`config.mk`:
```
export PLATFORM = sky130hd
export DESIGN_NAME = arc_queue
export DESIGN_NICKNAME = d
export VERILOG_FILES = /design/src/sv/assert_macros.svh /design/src/sv/arc_pkg.sv /design/src/sv/arc_queue.sv
export SDC_FILE = /design/constraint.sdc
export NUM_CORES = 1
export LEC_CHECK = 0
export ABC_AREA = 1
export BUFFER_PORTS_ARGS = -buffer_cell sky130_fd_sc_hd__buf_2
export CORE_MARGIN = 1.5
export CORE_UTILIZATION = 40
export DETAILED_ROUTE_END_ITERATION = 16
export GPL_ROUTABILITY_DRIVEN = 0
export PLACE_DENSITY = 0.61
export SLEW_MARGIN = 15
export SYNTH_ARGS = -nofsm -noshare
export SYNTH_HDL_FRONTEND = slang
export SYNTH_SLANG_ARGS = --single-unit
```
`constraint.sdc`:
```
create_clock -name clk -period 6.4 [get_ports clk]
set_input_delay 1.92 -clock clk [delete_from_list [all_inputs] [get_ports clk]]
set_output_delay 1.92 -clock clk [all_outputs]
set_load 0.02 [all_outputs]
```
`src/sv/assert_macros.svh`:
```
// Assertion macros shared by the response chainer RTL.
// Included by files that carry concurrent checks; no other dependencies.
`ifndef ASSERT_MACROS_SVH
`define ASSERT_MACROS_SVH
`ifndef SYNTHESIS
`define ARC_ASSERT_IMPLIES(label, clk, rst_n, ante, cons) \
	label: assert property (@(posedge clk) disable iff (!rst_n) (ante) |-> (cons)) \
		else $error("assertion failed");
`define ARC_ASSERT_NEXT(label, clk, rst_n, ante, cons) \
	label: assert property (@(posedge clk) disable iff (!rst_n) (ante) |=> (cons)) \
		else $error("assertion failed");
`else
`define ARC_ASSERT_IMPLIES(label, clk, rst_n, ante, cons)
`define ARC_ASSERT_NEXT(label, clk, rst_n, ante, cons)
`endif
`endif

```
`src/sv/arc_pkg.sv`:
```
// Package for the APDU response chainer: widths, command codes, status words,
// the frame descriptor and the store write request. No dependencies.
package arc_pkg;

	localparam int MAX_FRAME_BYTES_DEF = 254;
	localparam int STORE_BYTES_DEF     = 1024;

	localparam int CMD_W   = 2;
	localparam int IDX_W   = 10;
	localparam int BYTE_W  = 8;
	localparam int LEN_W   = 11;
	localparam int REQ_W   = 8;
	localparam int SIZE_W  = 8;
	localparam int WORD_W  = 32;
	localparam int CNT_W   = 3;
	localparam int SW_W    = 16;
	localparam int NUM_LANES = 4;
	localparam int LANE_W  = 2;

	localparam int QUEUE_DEPTH = 2;
	localparam int QPTR_W      = $clog2(QUEUE_DEPTH);
	localparam int QCNT_W      = $clog2(QUEUE_DEPTH + 1);

	typedef logic [CMD_W-1:0] cmd_t;
	localparam cmd_t CMD_LOAD  = 2'd0;
	localparam cmd_t CMD_START = 2'd1;
	localparam cmd_t CMD_GET   = 2'd2;

	localparam logic [SW_W-1:0] SW_DONE = 16'h9000;
	localparam logic [SW_W-1:0] SW_MORE = 16'h6100;

	// One frame to emit: store start, data byte count, trailing status word, done flag.
	typedef struct packed {
		logic [LEN_W-1:0]  pos;
		logic [SIZE_W-1:0] size;
		logic [SW_W-1:0]   status;
		logic              done;
	} frame_desc_t;

	// Byte write request from the front end into the store.
	typedef struct packed {
		logic              en;
		logic [IDX_W-1:0]  addr;
		logic [BYTE_W-1:0] data;
	} store_wr_t;

endpackage

```
`src/sv/arc_queue.sv`:
```
// Short descriptor queue between front end and frame emitter.
// Depends on arc_pkg.
module arc_queue (
	input  logic                 clk,
	input  logic                 arst_n,
	input  logic                 push,
	input  arc_pkg::frame_desc_t push_data,
	output logic                 full,
	input  logic                 pop,
	output arc_pkg::frame_desc_t pop_data,
	output logic                 empty
);

	arc_pkg::frame_desc_t            slot_q [arc_pkg::QUEUE_DEPTH];
	logic [arc_pkg::QPTR_W-1:0]      wr_ptr_q;
	logic [arc_pkg::QPTR_W-1:0]      rd_ptr_q;
	logic [arc_pkg::QCNT_W-1:0]      count_q;

	assign full     = (count_q == arc_pkg::QCNT_W'(arc_pkg::QUEUE_DEPTH));
	assign empty    = (count_q == '0);
	assign pop_data = slot_q[rd_ptr_q];

	function automatic logic [arc_pkg::QPTR_W-1:0] next_ptr(
		input logic [arc_pkg::QPTR_W-1:0] p);
		if (p == arc_pkg::QPTR_W'(arc_pkg::QUEUE_DEPTH - 1)) begin
			return '0;
		end
		return p + 1'b1;
	endfunction

	always_ff @(posedge clk) begin
		if (push) begin
			slot_q[wr_ptr_q] <= push_data;
		end
	end

	always_ff @(posedge clk or negedge arst_n) begin
		if (!arst_n) begin
			wr_ptr_q <= '0;
			rd_ptr_q <= '0;
			count_q  <= '0;
		end else begin
			if (push) begin
				wr_ptr_q <= next_ptr(wr_ptr_q);
			end
			if (pop) begin
				rd_ptr_q <= next_ptr(rd_ptr_q);
			end
			if (push && !pop) begin
				count_q <= count_q + 1'b1;
			end else if (pop && !push) begin
				count_q <= count_q - 1'b1;
			end
		end
	end

endmodule

```
==> impl_results.md <==
- Data arrival at the endpoint of the critical path: 2.05 ns
- # diodes: 0
- Unique cell type count in the Yosys netlist: 14
- Port Buffers: 77
- Power density of the placed cells: 468.9 nW/um^2
- Fraction of power consumed by the clock network: 26.5%
- Depth of the worst register-to-register path: 3
- Reg-to-Reg Start: wr_ptr_q
- Number of sinks driven by the clock tree: 76
- LEAKAGE: 0.001500 uW
- Sequential fraction of design power: 43.9%
- Relative max-transition margin: 23.33%
- Full die area: 7909 um^2
- Endpoint of the lowest-slack register-to-register path: slot_q[1][35]
- Clock network latency to the later pin of the worst-skew pair: 0.34 ns
- First-pass GRT wire length: 6.810 mm
- Type of the most critical hold path: register to register
- Starting DRC count in detailed routing: 36
- Syn Std Cell Area: 2954 um^2
- Required time of the critical path: 4.48 ns
- NetSw: 511.6 uW
- Hold Path Stages: 2
- Post-route antenna net violation count: 0
- Worst hold endpoint: count_q[1]
- Initial antenna violation count: 0
- Slew @ Worst Pin: 1.150 ns
- Largest area contributor in the netlist: sky130_fd_sc_hd__edfxtp_1
- Cells traversed along the worst timing path: mux2_2, buf_2
- Hold Crit Start: count_q[1]
- Mean instance size in the synthesized netlist: 21.56 um^2
- Worst Setup End Kind: output port
- Total routing usage reported by global routing: 12.36%
- Final #Nets: 263
- Post-CTS Hold Fix Bufs: 0
- Layout-stage area growth over the synthesis result: 23.89%
- Number of max-slew violations in the final report: 0
- Chip width: 88.94 um
- Fraction of the yosys area taken by sequential cells: 76.58%
- Cells after Synth: 137
- Clock tree buffer depth: 2
- Effective utilization at floorplan: 40.95%
- Internal portion of total power: 1204 uW
- Final routed DRC violation total: 0
- Slowest stage cell, crit path: sky130_fd_sc_hd__dfrtp_2
- Total of flip-flops plus latches after synthesis: 76
- # H-tree levels: 3
- Setup TNS: 0 ns
- Ratio of final minimum period to clock period: 62.10%
- Overall power: 1716 uW
- Max Cap Viol: 0
- GRT Residual Overflow: 0
- Logic gate share of total power: 29.5%
- Average routed wire per standard cell: 14.08 um
- Kind of launch point of the worst setup path: register
- CTS buffer count: 9
- Core box area: 7214 um^2
- Post-Syn Nets: 178
- Top cell type's share of synthesized area: 73.19%
- Total setup violations reported at the end of the flow: 0
- Post-Route Skew: 0.005688 ns
- Vias in the first global route: 1407
- Detailed Routing Iterations Pass 1: 4
- Share of total power consumed by net switching: 29.81%
- Standard-cell row count: 31
- Period minus WS final: 3.975 ns
- Clock transition at the registers of the reported paths: 0.07 ns
- Final hold vios: 0
- Total wire length after detailed routing: 4.577 mm
- Fraction of final layout cells sized beyond drive strength 1: 57.08%
- Result of the run: finished, final reports clean
- Critical Setup Path Class: register to output port
- Critical Path Max Stage Delay: 1.13 ns
- HPWL after detailed placement: 2.859 mm
- Number of gates resized after cts: 0
- Most area-consuming cells after synthesis: sky130_fd_sc_hd__edfxtp_1, sky130_fd_sc_hd__mux2_4, sky130_fd_sc_hd__dfrtp_1
- Count of yosys warnings during synthesis: 0
- Setup Buffers After CTS: 0
- Largest driver fanout on the critical path: 37
- Worst reg2reg setup slack: 4.68 ns
- Cell at the root of the clock tree: sky130_fd_sc_hd__clkbuf_8
- Die boundary height: 88.94 um
- Max frequency: 0.2516 GHz
- Maximum number of pins on one net before global-route repair: 38
- Top-Level Pins: 78
- Overall via count from detail_route: 1432
- RSZ-0062 raised after global routing: false
- IR Drop Worst-Case VDD: 0.2447 mV
- Average vias per placed instance: 4.406
- CTS tree: done
-- per-stage QoR --
stage | utilization (%) | cell area (um^2) | instances | hold slack, ns | setup slack [ns]
final | 50.73 | 3660 | 325 | 0.5067 | 2.426
after global routing | 50.73 | 3660 | 325 | 0.5457 | 2.306
after CTS | 50.73 | 3660 | 325 | 0.5118 | 2.363
after detailed placement | 47.24 | 3408 | 310 | 0.4957 | 2.725
after global placement | 47.24 | 3408 | 310 | 0.4836 | 2.751
after floorplan | - | 2954 | 137 | 0.4610 | 2.494
-- flip-flops by register name, summed over array words and instances, names as in the netlist --
name	count
wr_ptr_q	1
count_q	2
slot_q	72
rd_ptr_q	1
-- critical path: cells and delay by family (launching register included) --
| family | cells | cell delay, ns |
|---|---|---|
| DFF | 1 | 1.13 |
| muxes | 1 | 0.42 |
| buffers and inverters | 1 | 0.16 |
-- layout by cell type, fill, tap and decap left out, drive strengths merged --
| master | instances |
|---|---|
| nand4 | 1 |
| xor2 | 2 |
| clkbuf | 9 |
| dfrtp | 4 |
| buf | 78 |
| nand2 | 5 |
| inv | 7 |
| clkinv | 2 |
| xnor2 | 1 |
| ha | 1 |
| bufinv | 4 |
| nand3 | 1 |
| nor2 | 3 |
| edfxtp | 72 |
| mux2 | 36 |
-- per-layer routing --
metal / track usage (%) / routed length [um] / vias up
li1: - / - / 687
met1: 15.23 / 1943 / 701
met2: 18.73 / 2303 / 36
met3: 4.432 / 240 / 8
met4: 7.552 / 89 / 0
met5: 0 / 0 / -
-- power groups by stage --
stage / Combinational [uW] / Clock [uW] / Sequential (uW)
floorplan: 463 / 0 / 698
global placement: 513 / 0 / 764
detailed placement: 514 / 0 / 770
CTS: 515 / 467 / 758
global route: 545 / 488 / 770
finish: 507 / 456 / 754
-- how the worst max path moves through the flow --
stage,slack (ns),cells past startpoint,to,startpoint
final,2.43,2,pop_data[15],rd_ptr_q
after detailed placement,2.72,2,pop_data[15],rd_ptr_q
after floorplan,2.49,2,slot_q[0][0],push
after global routing,2.31,2,pop_data[16],rd_ptr_q
after global placement,2.75,2,pop_data[22],rd_ptr_q
after CTS,2.36,2,pop_data[15],rd_ptr_q
-- logic make-up after synthesis --
kind of cell / after synthesis / share of synthesized area, %
flip-flops: 76 / 76.58
XOR/XNOR: 3 / 0.8896
AND/OR/NAND/NOR: 10 / 1.398
multiplexers: 36 / 17.41
adder cells (fa/ha/maj): 1 / 0.4235
buffers and inverters: 11 / 3.304
-- cell usage after synthesis --
master                      n
sky130_fd_sc_hd__buf_12     3
sky130_fd_sc_hd__nand2_1    5
sky130_fd_sc_hd__dfrtp_1    4
sky130_fd_sc_hd__mux2_4    29
sky130_fd_sc_hd__xor2_1     2
sky130_fd_sc_hd__buf_6      1
sky130_fd_sc_hd__nor2_1     3
sky130_fd_sc_hd__nand4_1    1
sky130_fd_sc_hd__mux2_2     7
sky130_fd_sc_hd__inv_1      7
sky130_fd_sc_hd__edfxtp_1  72
sky130_fd_sc_hd__nand3_1    1
sky130_fd_sc_hd__ha_1       1
sky130_fd_sc_hd__xnor2_1    1
-- layout make-up --
type                    count  area, um^2
fillers                   631        3555
flip-flops and latches     76        2263
multi-input cells          50       601.8
repair buffers             78       392.9
clock inverters             6       127.6
clock buffers               9       123.9
well taps                  99       123.9
inverters                   7       26.28
(Power assumes the default switching activity.)
